File: src/ppmf_pkg.sv
// Package for the projected point mask filter: payload types, codes and constants.
`default_nettype none
package ppmf_pkg;

  localparam int DEF_MAP_COLS_MAX = 1024;
  localparam int DEF_MAP_ROWS_MAX = 512;
  localparam int DEF_COUNT_BITS   = 24;

  localparam int COEFF_W    = 48;
  localparam int POINT_W    = 32;
  localparam int ACC_W      = 85;
  localparam int PROD_W     = 57;
  localparam int QUOT_BITS  = 13;
  localparam int DIV_W      = 100;
  localparam int NUM_COEFFS = 12;
  localparam int MUL_STEPS  = 18;
  localparam int RES_COUNT_W = 24;

  localparam logic [7:0]  THR_RESET  = 8'd150;
  localparam logic [10:0] COLS_RESET = 11'd640;
  localparam logic [9:0]  ROWS_RESET = 10'd512;

  typedef enum logic [1:0] {
    ACT_COEFF   = 2'd0,
    ACT_MAP     = 2'd1,
    ACT_PROJECT = 2'd2,
    ACT_CLEAR   = 2'd3
  } action_t;

  typedef enum logic [1:0] {
    REG_THRESHOLD = 2'd0,
    REG_MAP_COLS  = 2'd1,
    REG_MAP_ROWS  = 2'd2
  } reg_index_t;

  typedef enum logic [2:0] {
    ST_IDLE,
    ST_MUL,
    ST_DINIT,
    ST_DSTEP,
    ST_DLATCH,
    ST_MRD,
    ST_RES
  } state_t;

  typedef struct packed {
    action_t            action;
    logic [3:0]         coeff_index;
    logic signed [47:0] coeff_value;
    logic [18:0]        map_address;
    logic [7:0]         map_value;
    logic signed [31:0] point_x;
    logic signed [31:0] point_y;
    logic signed [31:0] point_z;
  } item_t;

  typedef struct packed {
    logic        in_view;
    logic        inlier;
    logic [9:0]  pixel_u;
    logic [8:0]  pixel_v;
    logic [23:0] inlier_count;
  } result_t;

  typedef struct packed {
    logic [7:0]  threshold;
    logic [10:0] map_cols;
    logic [9:0]  map_rows;
  } cfg_t;

  typedef struct packed {
    logic       accept;
    logic       project_start;
    logic       mul_issue;
    logic       acc_en;
    logic [4:0] mul_step;
    logic       div_init;
    logic       div_step;
    logic       div_latch;
    logic       sel_v;
    logic       map_rd;
    logic       res_load;
  } cmd_t;

  typedef struct packed {
    logic out_free;
  } status_t;

endpackage
`default_nettype wire

File: src/ppmf_regs.sv
// Configuration register bank behind the APB-style port.
`default_nettype none
module ppmf_regs
  import ppmf_pkg::*;
(
  input  wire logic        clk,
  input  wire logic        rst,
  input  wire logic        psel,
  input  wire logic        penable,
  input  wire logic        pwrite,
  input  wire logic [3:0]  paddr,
  input  wire logic [31:0] pwdata,
  output logic      [31:0] prdata,
  output logic             pready,
  output cfg_t             cfg
);

  reg_index_t idx;
  logic       wr;

  assign pready = 1'b1;
  assign idx    = reg_index_t'(paddr[3:2]);
  assign wr     = psel && penable && pwrite;

  // Register writes complete in the access phase.
  always_ff @(posedge clk) begin
    if (rst) begin
      cfg.threshold <= THR_RESET;
      cfg.map_cols  <= COLS_RESET;
      cfg.map_rows  <= ROWS_RESET;
    end else if (wr) begin
      unique case (idx)
        REG_THRESHOLD: cfg.threshold <= pwdata[7:0];
        REG_MAP_COLS:  cfg.map_cols  <= pwdata[10:0];
        REG_MAP_ROWS:  cfg.map_rows  <= pwdata[9:0];
        default: ;
      endcase
    end
  end

  // Read back.
  always_comb begin
    unique case (idx)
      REG_THRESHOLD: prdata = {24'd0, cfg.threshold};
      REG_MAP_COLS:  prdata = {21'd0, cfg.map_cols};
      REG_MAP_ROWS:  prdata = {22'd0, cfg.map_rows};
      default:       prdata = 32'd0;
    endcase
  end

endmodule
`default_nettype wire

File: config.mk
export PLATFORM = sky130hd
export DESIGN_NAME = ppmf_regs
export DESIGN_NICKNAME = d
export VERILOG_FILES = /design/src/ppmf_pkg.sv /design/src/ppmf_regs.sv
export SDC_FILE = /design/constraint.sdc
export NUM_CORES = 1
export LEC_CHECK = 0
export BUFFER_PORTS_ARGS = -buffer_cell sky130_fd_sc_hd__buf_2
export CORE_UTILIZATION = 38
export CTS_BUF_LIST = sky130_fd_sc_hd__clkbuf_16
export CTS_CLUSTER_SIZE = 14
export DETAILED_ROUTE_END_ITERATION = 8
export GPL_TIMING_DRIVEN = 0
export PLACE_DENSITY = 0.76
export SKIP_CTS_REPAIR_TIMING = 1
export SLEW_MARGIN = 20
export SYNTH_ARGS = -nofsm -noshare
export SYNTH_HDL_FRONTEND = slang
export SYNTH_SLANG_ARGS = --single-unit
export TNS_END_PERCENT = 50
File: constraint.sdc
create_clock -name clk -period 0.9 [get_ports clk]
set_input_delay 0.09 -clock clk [delete_from_list [all_inputs] [get_ports clk]]
set_output_delay 0.09 -clock clk [all_outputs]
set_load 0.005 [all_outputs]
==> qor.csv <==
stage,metric,value,unit
clock_tree,Clock Path Buffers,2,
setup_path,crit end category,output pin,
final_layout,share of cells above drive strength 1,46.3,%
setup_path,CP Data Required Time,0.81,ns
setup_path,worst-path maximum fanout,3,
setup_path,Worst Setup Start Kind,flip-flop,
clock_tree,Sink Count,29,
synthesis,Mean Syn Cell Area,9.29,µm²
clock_tree,worst skew pair latency,0.26,ns
sta,Setup WS post-layout,-0.153,ns
route,Routed met1 length,1760,µm
clock_tree,Clock Pin Slew Worst Setup and Hold Paths,0.05,ns
clock_tree,Num CTS Buffers,5,
final_layout,nets,297,
synthesis,Synth area leader,dfxtp_1,
floorplanning,die area,0.00442,mm²
power,Power Density,1440,mW/mm²
route,"antenna viol nets, final",0,
final_layout,max reg flops,29,
sta,RSZ-0062 raised after global routing,yes,
route,drt drc,0,
route,WL per Instance,12.3,µm
setup_path,worst r2r src,cfg[8],
worst_hold_path,worst hold path type,in -> reg,
sta,worst clock skew,0,ns
floorplanning,IO Pins,103,
final_layout,FF+latch area,606,µm²
floorplanning,number of core rows,23,
final_layout,"commonest non-fill, non-tap cell in the layout",buf_2,
synthesis,Netlist cell types,18,
final_layout,Multi-input gate area,890,µm²
placed_design,GP Congestion,0.717,
sta,f_max,0.949,GHz
final_layout,fill count,389,
grt,Overall Global Routing Usage,17.2,%
route,DRT Pass-1 Iters,4,
final_layout,number of diodes,0,
outcome,outcome,"finished, violations left",
final_layout,Final Cell Area,0.00224,mm²
power,Pleak,1.13,nW
grt,antenna violations before repair,0,
route,DR WL met2,1790,µm
final_layout,Largest Register,cfg,
route,uppermost routed layer,met4,
placed_design,Area after DPL,0.00200,mm²
route,Met3 Wirelength,203,µm
placed_design,dpl ws,-0.413,ns
synthesis,Yosys Warn Count,0,
floorplanning,Initial Util,39.5,%
final_layout,Layout Utilization,56.1,%
route,WL final,3780,µm
sta,hold violation count in the final report,0,
setup_path,Worst Path Arrival,0.96,ns
power,VDD IR-drop max,794,µV
sta,post-route minimum period,1.05,ns
setup_path,Crit. Startpoint,cfg[13],
synthesis,"top cells by area, synth","dfxtp_1 37%, mux2i_1 23%, nand2b_1 13%",
clock_tree,Root Buffer,clkbuf_16,
final_layout,Largest regs,cfg (29),
worst_hold_path,hold path startpoint,pwdata[10],
grt,vias in the first global route,1150,
floorplanning,Die Span X,66.5,µm
setup_path,critical setup path kind,reg -> out,
grt,first-pass GRT wire length,5530,µm
sta,Setup Viol. Count Final,11,
route,DR iter-0 viols,60,
grt,GRT overflow,0,
clock_tree,H-Tree Level Count,2,
synthesis,Mapped Area,0.00158,mm²
route,vias per inst,4.37,
final_layout,Area Growth Syn to Fin,42.1,%
sta,Tcrit/Tclk final,117,%
sta,"Slew Viols, Final",0,
floorplanning,core region area,0.00400,mm²
floorplanning,height of the die,66.5,µm
job,max cap viols,0,
synthesis,sequential element share of the synthesized area,36.8,%
final_layout,Final Instance Count excl. Fillers,307,
placed_design,IO buf count,57,
synthesis,post-synthesis instance total,170,
final_layout,"commonest cells after routing, fill and taps aside","56 x buf_2, 37 x mux2i_1, 32 x nand2b_1, 24 x buf_4, 22 x conb_1",
power,total power,3.23,mW
synthesis,Seq cells post-synth,29,
route,Vias,1343,
grt,largest net degree at the start of global routing,11,
outcome,violated checks,setup timing,
synthesis,Synth top area share,36.8,%
placed_design,Final HPWL DP,2660,µm
placed_design,Placed Cells,297,
clock_tree,CTS tree,yes,
[kinds of logic (layout without fill, tap and decap cells)]
kind of cell	after synthesis	after routing	synth area share, %
and+or+nand+nor	61	61	22.7
muxes	37	37	23.5
buffers and inverters	31	98	13.0
AOI/OAI and AO/OA	10	10	3.65
other	2	22	0.476
DFF	29	29	36.8
[synth_stat cells]
master / number
nand4_2: 1
nor3_2: 1
nor3b_2: 2
nand2_1: 8
conb_1: 2
and2_1: 1
nand2b_1: 32
nor2_1: 12
dfxtp_1: 29
o21ai_0: 8
mux2i_1: 37
buf_4: 23
nand3_2: 1
buf_2: 2
clkbuf_1: 6
a22o_1: 2
nor2b_1: 2
or3_1: 1
[worst paths after layout]
path / slack (ns) / cells past startpoint / end
worst max-delay path: -0.15 / 3 / prdata[3]
worst min-delay path: 0.08 / 3 / cfg[20]
worst max register to register: 0.22 / 3 / cfg[8]
worst min register to register: 0.48 / 2 / cfg[12]
[critical path, cell delays in order, from the launching register on]
cell	delay, ns
dfxtp_2	0.32
mux2i_1	0.16
o21ai_1	0.09
buf_2	0.13
[stage by stage]
stage               setup TNS [ns]  hold WS [ns]
finish                       -1.08        0.0817
detailed placement          -10.71         0.366
floorplan                        0         0.245
global route                 -1.67         0.105
global placement             -9.93         0.357
CTS                          -4.45        0.0869
[metal layers]
| metal | GRT usage, % | up-vias |
|---|---|---|
| met5 | 0 | - |
| met4 | 3.99 | 0 |
| met3 | 5.14 | 4 |
| met2 | 27.0 | 49 |
| met1 | 22.8 | 601 |
| li1 | - | 689 |
[power breakdown]
part / leakage [nW] / internal, mW / switching (mW)
Clock: 0.0687 / 0.995 / 0.525
Combinational: 0.822 / 0.208 / 0.186
Sequential: 0.237 / 1.31 / 0.0123
[cell type report]
type	count	area share [%]
multi-input combinational	130	39.7
sequential	29	27.0
timing repair buffer	59	13.9
buffer	31	10.5
clock buffer	5	5.58
tap	50	2.79
clock inverter	3	0.558
No activity file was read; power rests on OpenSTA's default activity.
