**config.mk**
```make
export PLATFORM = sky130hd
export DESIGN_NAME = ppmf_ctrl
export DESIGN_NICKNAME = d
export VERILOG_FILES = /design/src/ppmf_pkg.sv /design/src/ppmf_ctrl.sv
export SDC_FILE = /design/constraint.sdc
export NUM_CORES = 1
export LEC_CHECK = 0
export BUFFER_PORTS_ARGS = -buffer_cell sky130_fd_sc_hd__buf_2
export CORE_UTILIZATION = 52
export CTS_CLUSTER_SIZE = 28
export DETAILED_ROUTE_END_ITERATION = 6
export PLACE_DENSITY = 0.88
export SETUP_SLACK_MARGIN = 0.15
export SYNTH_ARGS = -nofsm -noshare
export SYNTH_HDL_FRONTEND = slang
export SYNTH_SLANG_ARGS = --single-unit
export TNS_END_PERCENT = 50
```
**constraint.sdc**
```tcl
create_clock -name clk -period 2.6 [get_ports clk]
set_clock_uncertainty 0.15 [all_clocks]
set_input_delay 0.26 -clock clk [delete_from_list [all_inputs] [get_ports clk]]
set_output_delay 0.26 -clock clk [all_outputs]
set_load 0.05 [all_outputs]
```
**src/ppmf_pkg.sv**
```systemverilog
// Package for the projected point mask filter: payload types, codes and constants.
`default_nettype none
package ppmf_pkg;

  localparam int DEF_MAP_COLS_MAX = 1024;
  localparam int DEF_MAP_ROWS_MAX = 512;
  localparam int DEF_COUNT_BITS   = 24;

  localparam int COEFF_W    = 48;
  localparam int POINT_W    = 32;
  localparam int ACC_W      = 85;
  localparam int PROD_W     = 57;
  localparam int QUOT_BITS  = 13;
  localparam int DIV_W      = 100;
  localparam int NUM_COEFFS = 12;
  localparam int MUL_STEPS  = 18;
  localparam int RES_COUNT_W = 24;

  localparam logic [7:0]  THR_RESET  = 8'd150;
  localparam logic [10:0] COLS_RESET = 11'd640;
  localparam logic [9:0]  ROWS_RESET = 10'd512;

  typedef enum logic [1:0] {
    ACT_COEFF   = 2'd0,
    ACT_MAP     = 2'd1,
    ACT_PROJECT = 2'd2,
    ACT_CLEAR   = 2'd3
  } action_t;

  typedef enum logic [1:0] {
    REG_THRESHOLD = 2'd0,
    REG_MAP_COLS  = 2'd1,
    REG_MAP_ROWS  = 2'd2
  } reg_index_t;

  typedef enum logic [2:0] {
    ST_IDLE,
    ST_MUL,
    ST_DINIT,
    ST_DSTEP,
    ST_DLATCH,
    ST_MRD,
    ST_RES
  } state_t;

  typedef struct packed {
    action_t            action;
    logic [3:0]         coeff_index;
    logic signed [47:0] coeff_value;
    logic [18:0]        map_address;
    logic [7:0]         map_value;
    logic signed [31:0] point_x;
    logic signed [31:0] point_y;
    logic signed [31:0] point_z;
  } item_t;

  typedef struct packed {
    logic        in_view;
    logic        inlier;
    logic [9:0]  pixel_u;
    logic [8:0]  pixel_v;
    logic [23:0] inlier_count;
  } result_t;

  typedef struct packed {
    logic [7:0]  threshold;
    logic [10:0] map_cols;
    logic [9:0]  map_rows;
  } cfg_t;

  typedef struct packed {
    logic       accept;
    logic       project_start;
    logic       mul_issue;
    logic       acc_en;
    logic [4:0] mul_step;
    logic       div_init;
    logic       div_step;
    logic       div_latch;
    logic       sel_v;
    logic       map_rd;
    logic       res_load;
  } cmd_t;

  typedef struct packed {
    logic out_free;
  } status_t;

endpackage
`default_nettype wire

```
**src/ppmf_ctrl.sv**
```systemverilog
// Controller state machine that sequences the projection datapath.
`default_nettype none
module ppmf_ctrl
  import ppmf_pkg::*;
(
  input  wire logic    clk,
  input  wire logic    rst,
  input  wire logic    item_valid,
  input  wire action_t item_action,
  output logic         item_ready,
  output cmd_t         cmd,
  input  wire status_t status
);

  localparam int CW = $clog2(MUL_STEPS + 1);
  localparam int DW = $clog2(QUOT_BITS);

  state_t        state, state_next;
  logic [CW-1:0] cnt;
  logic [DW-1:0] dcnt;
  logic          sel_v;

  // Next state.
  always_comb begin
    state_next = state;
    unique case (state)
      ST_IDLE:   if (item_valid && item_action == ACT_PROJECT) state_next = ST_MUL;
      ST_MUL:    if (cnt == CW'(MUL_STEPS)) state_next = ST_DINIT;
      ST_DINIT:  state_next = ST_DSTEP;
      ST_DSTEP:  if (dcnt == DW'(QUOT_BITS - 1)) state_next = ST_DLATCH;
      ST_DLATCH: state_next = sel_v ? ST_MRD : ST_DINIT;
      ST_MRD:    state_next = ST_RES;
      ST_RES:    if (status.out_free) state_next = ST_IDLE;
      default:   state_next = ST_IDLE;
    endcase
  end

  // Commands to the datapath.
  always_comb begin
    item_ready        = (state == ST_IDLE);
    cmd               = '0;
    cmd.accept        = item_ready && item_valid;
    cmd.project_start = cmd.accept && item_action == ACT_PROJECT;
    cmd.mul_step      = 5'(cnt);
    cmd.mul_issue     = (state == ST_MUL) && cnt != CW'(MUL_STEPS);
    cmd.acc_en        = (state == ST_MUL) && cnt != '0;
    cmd.div_init      = (state == ST_DINIT);
    cmd.div_step      = (state == ST_DSTEP);
    cmd.div_latch     = (state == ST_DLATCH);
    cmd.sel_v         = sel_v;
    cmd.map_rd        = (state == ST_MRD);
    cmd.res_load      = (state == ST_RES) && status.out_free;
  end

  // State and step counters.
  always_ff @(posedge clk) begin
    if (rst) begin
      state <= ST_IDLE;
      cnt   <= '0;
      dcnt  <= '0;
      sel_v <= 1'b0;
    end else begin
      state <= state_next;
      cnt   <= (state == ST_MUL) ? cnt + 1'b1 : '0;
      dcnt  <= (state == ST_DSTEP) ? dcnt + 1'b1 : '0;
      if (state == ST_IDLE) begin
        sel_v <= 1'b0;
      end else if (state == ST_DLATCH) begin
        sel_v <= 1'b1;
      end
    end
  end

  a_mul_to_div: assert property (@(posedge clk) disable iff (rst)
    state == ST_MUL && cnt == CW'(MUL_STEPS) |=> state == ST_DINIT)
    else $error("multiply phase did not hand over to the divider");
  a_ready_idle: assert property (@(posedge clk) disable iff (rst)
    cmd.project_start |=> !item_ready)
    else $error("new transaction accepted during a projection");
  a_res_idle: assert property (@(posedge clk) disable iff (rst)
    cmd.res_load |=> state == ST_IDLE)
    else $error("result load did not return to idle");

endmodule
`default_nettype wire

```
==> metrics.md, run 1 <==
| Metric | Value |
|---|---|
| Clock tree buffer depth | `2` |
| Post-synthesis compound-gate area fraction | `0.120` |
| DR WL/cell | `12.0 um` |
| Hold path start | `rst` |
| Gp weighted congestion | `0.725` |
| Congestion Overflow GR | `0` |
| TritonCTS Buffers | `3` |
| Distinct cells, synth | `30` |
| Setup_tns | `0 ps` |
| CTS-repair resized insts | `0` |
| Port Buf Inserts | `21` |
| Xor-xnor portion of the synthesized cell area | `0.0616` |
| Crit path time final | `2230 ps` |
| Count leader, synth | `dfxtp_1` |
| Fin. max-slew vios | `0` |
| DIE AREA | `0.00152 mm^2` |
| DRT iter0 DRCs | `10` |
| Drt drc | `0` |
| Total clock sinks | `13` |
| Postcts setup bufs | `0` |
| Ports | `22` |
| Core Area | `0.00119 mm^2` |
| Outcome | `complete, no violations` |
| Number of fill cells | `107` |
| Number of synthesized flops with an enable pin | `0` |
| Initial antenna violation count | `0` |
| Largest family of logic cells by synthesized area | `simple AND/OR/NAND/NOR gates` |
| Die X-Extent | `39.0 um` |
| Adder-Cell Fraction of Synth Area | `0.0880` |
| WP data required | `2190 ps` |
| Fraction of layout cells with a size suffix above 1 | `0.324` |
| Post-synth top cells | `13 x dfxtp_1, 8 x inv_1, 7 x nor2_1, 5 x ha_1, 5 x nor2_2` |
| Leading area contributor after synthesis | `dfxtp_1` |
| Clk slew on worst S/H paths | `80 ps` |
| 1st-pass router iterations | `4` |
| CTS Hold Bufs | `0` |
| CTS root buf | `clkbuf_4` |
| Layout area overhead | `18.8%` |
| Fmax achieved | `0.448 GHz` |
| Max-cap check violation count | `0` |
| Sequential fraction of the synthesis area | `0.366` |
| WL final | `1390 um` |
| YS warnings | `0` |
| Cell area after synthesis | `711 um^2` |
| RSZ-0062 raised after global routing | `false` |
| Critical path class | `flop to output pin` |
| Synth Flop Type | `dfxtp_1` |
| Tcrit/Tclk final | `0.859` |
| Slew headroom | `0.729` |
| Post-DP HPWL | `1080 um` |
| FF+latch count, synth | `13` |
| H-tree Lvls | `1` |
| Setup crit start kind | `flop` |
| Power density cells | `612 mW/mm^2` |
| Setup violations, final | `0` |
| Syn_nets | `92` |
| Vias per cell | `5.23` |
| Initial Util | `0.599` |
| Final Hold Viols | `0` |
| CP startpoint | `state[0]` |
| Post-synthesis mux area share | `0` |
| Die height | `39.0 um` |
| Worst-skew pair later-pin latency | `280 ps` |
| Fin nets | `114` |
| Ranking of synthesized cells by area | `dfxtp_1 37%, ha_1 8.8%, nor2_2 4.4%` |
| Post-Syn Instances | `81` |
| ANT cells | `0` |
| CP Data Arrival Time | `1820 ps` |
| Worst r2r src | `state[0]` |
| Vias in the first global route | `516` |
| Pleak | `0.384 nW` |
| Simple-Gate Fraction of Synth Area | `0.285` |
| Detail Route Antenna Nets | `0` |
| CP max FO | `12` |
| Syn_area_per_cell | `8.77 um^2` |
| Worst-Margin Slew | `406 ps` |
| CTS tree | `done` |
| Global-route wire length before repair | `2170 um` |
| Site row count | `12` |
| Worst Hold Class | `input port to flop` |
| WHS | `74.8 ps` |
| Post-synth ARST share | `0` |
| Worst setup EP type | `output pin` |
| VDD IR-drop max | `0.430 mV` |
| Largest net degree at the start of global routing | `14` |
| All-Layer GR Usage | `0.215` |
| Vias | `607` |
| Post-synth top area share | `0.366` |
-- worst max-delay path, cell delays in order (launching register included) --
cell      delay (ps)
dfxtp_1          570
or3b_1           440
a31o_1           220
clkinv_1          70
buf_2            250
-- cells by family after synthesis --
logic type / count (synthesis)
xor+xnor: 5
fa+ha+maj: 5
compound gates: 12
simple gates: 33
flops: 13
buf+inv: 13
-- stage by stage --
step	setup WS, ps	total power, mW	instance area (um^2)	cells	utilization
2_1_floorplan	172	0.366	717	81	-
3_3_place_gp	737	0.392	817	112	0.689
3_5_place_dp	665	0.398	817	112	0.689
4_1_cts	366	0.523	845	116	0.712
5_1_grt	282	0.541	845	116	0.712
6_report	367	0.517	845	116	0.712
-- layer usage --
| metal | track usage | vias to the layer above | share of wire | wire length (um) |
|---|---|---|---|---|
| met3 | 0.0983 | 2 | 0.043 | 59 |
| met5 | 0 | - | 0 | 0 |
| met2 | 0.354 | 12 | 0.52 | 721 |
| met4 | 0.0690 | 0 | 0.0065 | 9 |
| li1 | - | 308 | - | - |
| met1 | 0.244 | 285 | 0.43 | 597 |
-- flip-flops by register name (all words and copies together) (netlist names) --
name / flops
sel_v: 1
state: 3
cnt: 5
dcnt: 4
-- area by class of cell --
type | instances | area (um^2) | area share
Multi-Input combinational cell | 55 | 400 | 0.474
Sequential cell | 13 | 260 | 0.308
Timing Repair Buffer | 21 | 105 | 0.124
Inverter | 9 | 33.8 | 0.0400
Clock buffer | 3 | 22.5 | 0.0267
Tap cell | 14 | 17.5 | 0.0207
Clock inverter | 1 | 5.00 | 0.00593
-- layout by cell type (no fill, tap or decap), types with 2 or more instances in the layout --
cell type / Yosys / routed
buf_2: 3 / 21
a21o_1: 2 / 2
clkbuf_4: 0 / 3
nor2_2: 5 / 5
dfxtp_1: 13 / 13
nor2_1: 7 / 7
xor2_1: 2 / 2
nand2_1: 2 / 2
nor3b_1: 2 / 2
a31oi_1: 2 / 2
o21ai_0: 2 / 2
nand2b_1: 3 / 3
inv_1: 8 / 8
ha_1: 5 / 5
xnor2_1: 3 / 3
a21oi_1: 2 / 2
and3b_1: 3 / 3
nand3_1: 4 / 4
-- final timing paths --
path	to	slack [ps]	depth (start not counted)
setup / recovery	cmd[12]	370	4
hold reg to reg	dcnt[0]	320	1
hold / removal	sel_v	70	2
setup reg to reg	state[1]	960	4
-- power by group --
part | total, mW | switching [mW] | internal, mW
Combinational | 0.163 | 0.108 | 0.0544
Sequential | 0.230 | 0.0224 | 0.208
Clock | 0.124 | 0.0668 | 0.0570
Total | 0.517 | 0.198 | 0.319
Power figures use the tool's default switching activity.
==> run 2, diff against run 1 <==
--- a/config.mk
+++ b/config.mk
@@ -10,6 +10,7 @@
 export CTS_CLUSTER_SIZE = 28
 export DETAILED_ROUTE_END_ITERATION = 6
 export PLACE_DENSITY = 0.88
+export RECOVER_POWER = 100
 export SETUP_SLACK_MARGIN = 0.15
 export SYNTH_ARGS = -nofsm -noshare
 export SYNTH_HDL_FRONTEND = slang
==> metrics.md, run 2 (synthesis gave the netlist of run 1 again) <==
| Metric | Value |
|---|---|
| Outcome | `complete, no violations` |
| Crit path time final | `2330 ps (+93.1 ps)` |
| Worst-skew pair later-pin latency | `280 ps (about the same)` |
| Fin nets | `114 (unchanged)` |
| Power density cells | `621 mW/mm^2 (+1.5%)` |
| WP data required | `2190 ps (about the same)` |
| Worst setup EP type | `output pin` |
| Tcrit/Tclk final | `0.895 (+0.0358)` |
| Vias in the first global route | `516 (unchanged)` |
| Setup_tns | `0 ps (unchanged)` |
| VDD IR-drop max | `0.430 mV (-0.19%)` |
| CP Data Arrival Time | `1920 ps (+100 ps)` |
| Max-cap check violation count | `0 (unchanged)` |
| RSZ-0062 raised after global routing | `false` |
| 1st-pass router iterations | `4 (unchanged)` |
| CTS-repair resized insts | `0 (unchanged)` |
| Port Buf Inserts | `21 (unchanged)` |
| DRT iter0 DRCs | `12 (+2)` |
| Vias per cell | `5.26 (+0.49%)` |
| Worst r2r src | `state[0]` |
| Cell Area, Placed | `817 um^2 (unchanged)` |
| Drt drc | `0 (unchanged)` |
| Largest register FFs | `5 (unchanged)` |
| Final Hold Viols | `0 (unchanged)` |
| Fmax achieved | `0.430 GHz (-4.0%)` |
| CTS root buf | `clkbuf_4` |
| Worst-Margin Slew | `616 ps (+210 ps)` |
| Largest Register | `cnt` |
| Placed Instances | `112 (unchanged)` |
| Crit-path slowest cell | `dfxtp_1` |
| Setup crit start kind | `flop` |
| DR WL/cell | `11.9 um (-0.58%)` |
| Ports | `22 (unchanged)` |
| Die height | `39.0 um (unchanged)` |
| CP max FO | `12 (unchanged)` |
| H-tree Lvls | `1 (unchanged)` |
| Logic pwr share | `0.307 (-0.008)` |
| Worst Hold Class | `input port to flop` |
| Worst path cell trace | `or3b_1 > a31oi_1 > clkbuf_1` |
| Sw frac | `0.388 (+0.00534)` |
| Pleak | `0.320 nW (-17%)` |
| CP startpoint | `state[0]` |
| Setup violations, final | `0 (unchanged)` |
| Fin. max-slew vios | `0 (unchanged)` |
| Site row count | `12 (unchanged)` |
| ANT cells | `0 (unchanged)` |
| Die X-Extent | `39.0 um (unchanged)` |
| Postcts setup bufs | `0 (unchanged)` |
| Clock power frac | `0.243 (+0.003)` |
| Fin cells | `116 (unchanged)` |
| Global-route wire length before repair | `2170 um (unchanged)` |
| Core Area | `0.00119 mm^2 (unchanged)` |
| CTS Hold Bufs | `0 (unchanged)` |
| Final Instance Area | `823 um^2 (-2.5%)` |
| Biggest registers after layout | `cnt x5, dcnt x4, state x3` |
| Clock tree buffer depth | `2 (unchanged)` |
| Hold path start | `rst` |
| Vias | `610 (+0.49%)` |
| Post-DP HPWL | `1080 um (unchanged)` |
| Initial Util | `0.599 (unchanged)` |
| Critical path class | `flop to output pin` |
| CTS tree | `done` |
| WL final | `1380 um (-0.58%)` |
| Multi-input gate area | `398 um^2 (-0.62%)` |
| Layout area overhead | `15.8%` |
| P_int | `313 uW (-1.9%)` |
| Final setup margin | `274 ps (-93.1 ps)` |
| Commonest non-fill, non-tap cell in the layout | `clkbuf_1` |
| Register area | `260 um^2 (unchanged)` |
| Commonest cells after routing, fill and taps aside | `15 x clkbuf_1, 13 x dfxtp_1, 8 x inv_1` |
| All-Layer GR Usage | `0.215 (unchanged)` |
| Largest net degree at the start of global routing | `14 (unchanged)` |
| Clk slew on worst S/H paths | `80 ps (about the same)` |
| TritonCTS Buffers | `3 (unchanged)` |
| Congestion Overflow GR | `0 (unchanged)` |
| Core Util, Final | `0.694 (-0.0179)` |
| Number of fill cells | `117 (+9.3%)` |
| Total clock sinks | `13 (unchanged)` |
| P_sw | `198 uW (+0.29%)` |
| Sequential power share | `0.450 (+0.005)` |
| Slew headroom | `0.591 (-0.138)` |
| Pre-CTS WS | `665 ps (unchanged)` |
| Gp weighted congestion | `0.725 (unchanged)` |
| Detail Route Antenna Nets | `0 (unchanged)` |
| Largest stage delay, worst path | `560 ps (about the same)` |
| Fraction of layout cells with a size suffix above 1 | `0.167 (-0.157)` |
| Initial antenna violation count | `0 (unchanged)` |
| DIE AREA | `0.00152 mm^2 (unchanged)` |
run 2: cell count changes in the layout (fill, tap and decap cells not counted):
cell	delta
or2_4	-1
or2_0	+1
clkbuf_1	+15
clkbuf_2	+1
buf_2	-16
run 2: path summary, 6_finish.rpt:
check                               end  slack (ps)  cells past startpoint
worst max-delay path            cmd[11]         270                      3
worst min register to register  dcnt[0]         320                      1
worst max register to register   cnt[3]         870                      3
worst min-delay path              sel_v          70                      2
run 2: critical path, delay by kind of cell (launching register included):
family	cells	cell delay [ps]
flip-flops	1	560
buffers and inverters	1	480
AND/OR/NAND/NOR	1	440
AO/OA/AOI/OAI	1	160
run 2: metrics by stage:
step / total power [mW] / hold slack, ps
final: 0.511 / 71.5
after global routing: 0.535 / 63.5
after CTS: 0.523 / 62.6
after detailed placement: 0.398 / 311
after floorplan: 0.366 / 179
after global placement: 0.392 / 298
run 2: routing by layer:
metal | routed length [um] | vias to the layer above | track usage
met5 | 0 | - | 0
met4 | 9 | 0 | 0.0690
met3 | 60 | 2 | 0.0983
met2 | 712 | 12 | 0.354
met1 | 596 | 287 | 0.244
li1 | - | 309 | -
run 2: power groups by stage:
stage | Combinational (mW) | Clock (mW) | Sequential (mW)
5_1_grt | 0.165 | 0.137 | 0.233
2_1_floorplan | 0.140 | 0 | 0.225
4_1_cts | 0.164 | 0.130 | 0.230
3_5_place_dp | 0.163 | 0 | 0.235
3_3_place_gp | 0.159 | 0 | 0.233
6_report | 0.157 | 0.124 | 0.230
run 2: layout make-up:
cell class                 instances  share of cell area
clock buffer                       3              0.0274
clock inverter                     1             0.00608
inverter                           9              0.0410
multi-input combinational         55               0.483
sequential                        13               0.316
tap                               14              0.0213
timing repair buffer              21               0.105
==> run 3, diff against run 2 <==
--- a/config.mk
+++ b/config.mk
@@ -11,6 +11,7 @@
 export DETAILED_ROUTE_END_ITERATION = 6
 export PLACE_DENSITY = 0.88
 export RECOVER_POWER = 100
+export REMOVE_ABC_BUFFERS = 1
 export SETUP_SLACK_MARGIN = 0.15
 export SYNTH_ARGS = -nofsm -noshare
 export SYNTH_HDL_FRONTEND = slang
==> metrics.md, run 3 (synthesis gave the netlist of run 1 again) <==
| Metric | Value |
|---|---|
| Site row count | `12 (unchanged)` |
| Slew headroom | `0.600 (+0.00874)` |
| Hold path start | `rst` |
| Worst-Margin Slew | `603 ps (-13.2 ps)` |
| Vias per cell | `5.03 (-4.4%)` |
| Largest net degree at the start of global routing | `14 (unchanged)` |
| Placed Instances | `112 (unchanged)` |
| Setup violations, final | `0 (unchanged)` |
| Fin cells | `116 (unchanged)` |
| Crit-path slowest cell | `dfxtp_1` |
| Hold EP | `state[2]` |
| Layout area overhead | `15.0%` |
| RSZ-0062 raised after global routing | `false` |
| Gp weighted congestion | `0.746 (+2.9%)` |
| Worst Reg-to-Reg Cells | `3 (unchanged)` |
| WP buf/inv | `1 (unchanged)` |
| Commonest cells after routing, fill and taps aside | `15 x clkbuf_1, 13 x dfxtp_1, 8 x inv_1` |
| Tcrit/Tclk final | `0.879 (-0.0151)` |
| Crit path time final | `2290 ps (-39.2 ps)` |
| Core Area | `0.00119 mm^2 (unchanged)` |
| Vias in the first global route | `472 (-8.5%)` |
| Die X-Extent | `39.0 um (unchanged)` |
| Worst r2r src | `state[0]` |
| Drt drc | `0 (unchanged)` |
| CTS tree | `done` |
| Worst path cell trace | `or3b_1 > a31oi_1 > clkbuf_1` |
| TritonCTS Buffers | `3 (unchanged)` |
| Postcts setup bufs | `0 (unchanged)` |
| Cell depth of the worst hold path | `2 (unchanged)` |
| DIE AREA | `0.00152 mm^2 (unchanged)` |
| Setup_tns | `0 ps (unchanged)` |
| Worst-skew pair later-pin latency | `280 ps (about the same)` |
| Fraction of layout cells with a size suffix above 1 | `0.167 (unchanged)` |
| WL final | `1260 um (-8.3%)` |
| Initial antenna violation count | `0 (unchanged)` |
| Worst setup EP type | `output pin` |
| Fmax achieved | `0.437 GHz (+1.7%)` |
| Total clock sinks | `13 (unchanged)` |
| CTS-repair resized insts | `0 (unchanged)` |
| Number of fill cells | `107 (-8.5%)` |
| All-Layer GR Usage | `0.207 (-0.00771)` |
| Die height | `39.0 um (unchanged)` |
| Detail Route Antenna Nets | `0 (unchanged)` |
| Post-DP HPWL | `956 um (-11%)` |
| CP max FO | `12 (unchanged)` |
| Vias | `583 (-4.4%)` |
| Fin nets | `114 (unchanged)` |
| Worst Hold Class | `input port to flop` |
| Global-route wire length before repair | `1990 um (-7.9%)` |
| Largest Register | `cnt` |
| Reg2reg end | `cnt[2]` |
| CP delay by family, top | `flip-flops` |
| Pleak | `0.317 nW (-1.0%)` |
| Clk slew on worst S/H paths | `80 ps (about the same)` |
| Commonest non-fill, non-tap cell in the layout | `clkbuf_1` |
| Largest register FFs | `5 (unchanged)` |
| H-tree Lvls | `1 (unchanged)` |
| DR WL/cell | `10.9 um (-8.3%)` |
| VDD IR-drop max | `0.452 mV (+5.2%)` |
| Final setup margin | `313 ps (+39.2 ps)` |
| Ports | `22 (unchanged)` |
| Largest stage delay, worst path | `540 ps (-20 ps)` |
| ANT cells | `0 (unchanged)` |
| Setup crit start kind | `flop` |
| R2R setup slack | `930 ps (+60 ps)` |
| Congestion Overflow GR | `0 (unchanged)` |
| Power density cells | `620 mW/mm^2 (about the same)` |
| DRT iter0 DRCs | `11 (-1)` |
| WP data required | `2190 ps (about the same)` |
| Clock tree buffer depth | `2 (unchanged)` |
| Pre-CTS WS | `725 ps (+60.6 ps)` |
| CTS Hold Bufs | `0 (unchanged)` |
| Fin. max-slew vios | `0 (unchanged)` |
| Final Hold Viols | `0 (unchanged)` |
| Biggest registers after layout | `cnt x5, dcnt x4, state x3` |
| Outcome | `complete, no violations` |
| CTS root buf | `clkbuf_4` |
| Port Buf Inserts | `21 (unchanged)` |
| Max-cap check violation count | `0 (unchanged)` |
| Critical path class | `flop to output pin` |
| 1st-pass router iterations | `4 (unchanged)` |
| Initial Util | `0.599 (unchanged)` |
| Crit path depth | `3 (unchanged)` |
| CP Data Arrival Time | `1880 ps (-40 ps)` |
| WHS | `61.0 ps (-10.5 ps)` |
run 3: changes by cell type in the layout (fill, tap and decap cells not counted):
cell    previous run  this run
nor3_4             1         0
nor3_2             0         1
run 3: worst reg2reg max path, delay by kind of cell (launching register included):
family | cells | cell delay (ps)
simple gates | 3 | 930
flops | 1 | 540
run 3: layout make-up:
cell class | count | area [um^2] | share of cell area
tap | 14 | 17.5 | 0.0214
multi-input combinational | 55 | 392 | 0.479
inverter | 9 | 33.8 | 0.0413
timing repair buffer | 21 | 86.3 | 0.106
sequential | 13 | 260 | 0.319
clock buffer | 3 | 22.5 | 0.0276
clock inverter | 1 | 5.00 | 0.00613
run 3: stage by stage:
stage | power, mW | utilization | instance area (um^2)
after floorplan | 0.355 | - | 688
after global placement | 0.386 | 0.684 | 811
after detailed placement | 0.390 | 0.684 | 811
after CTS | 0.521 | 0.707 | 838
after global routing | 0.540 | 0.689 | 817
final | 0.507 | 0.689 | 817
run 3: metal layers:
layer | share of wire | GRT usage | vias to the layer above | routed length (um)
met5 | 0 | 0 | - | 0
met4 | 0 | 0.103 | 0 | 0
met3 | 0.044 | 0.104 | 2 | 55
met2 | 0.49 | 0.325 | 13 | 623
met1 | 0.46 | 0.228 | 255 | 584
li1 | - | - | 313 | -
run 3: worst max path at each step:
stage,end,slack [ps],start
floorplan,cmd[13],8,state[0]
global placement,cmd[12],770,state[0]
detailed placement,cmd[12],730,state[0]
CTS,cmd[12],410,state[0]
global route,cmd[11],190,state[0]
finish,cmd[11],310,state[0]
run 3: power breakdown:
| group | internal [mW] | switching (mW) | total [mW] |
|---|---|---|---|
| logic | 0.0448 | 0.106 | 0.150 |
| registers | 0.208 | 0.0211 | 0.229 |
| clock network | 0.0572 | 0.0702 | 0.127 |
| total | 0.310 | 0.197 | 0.507 |
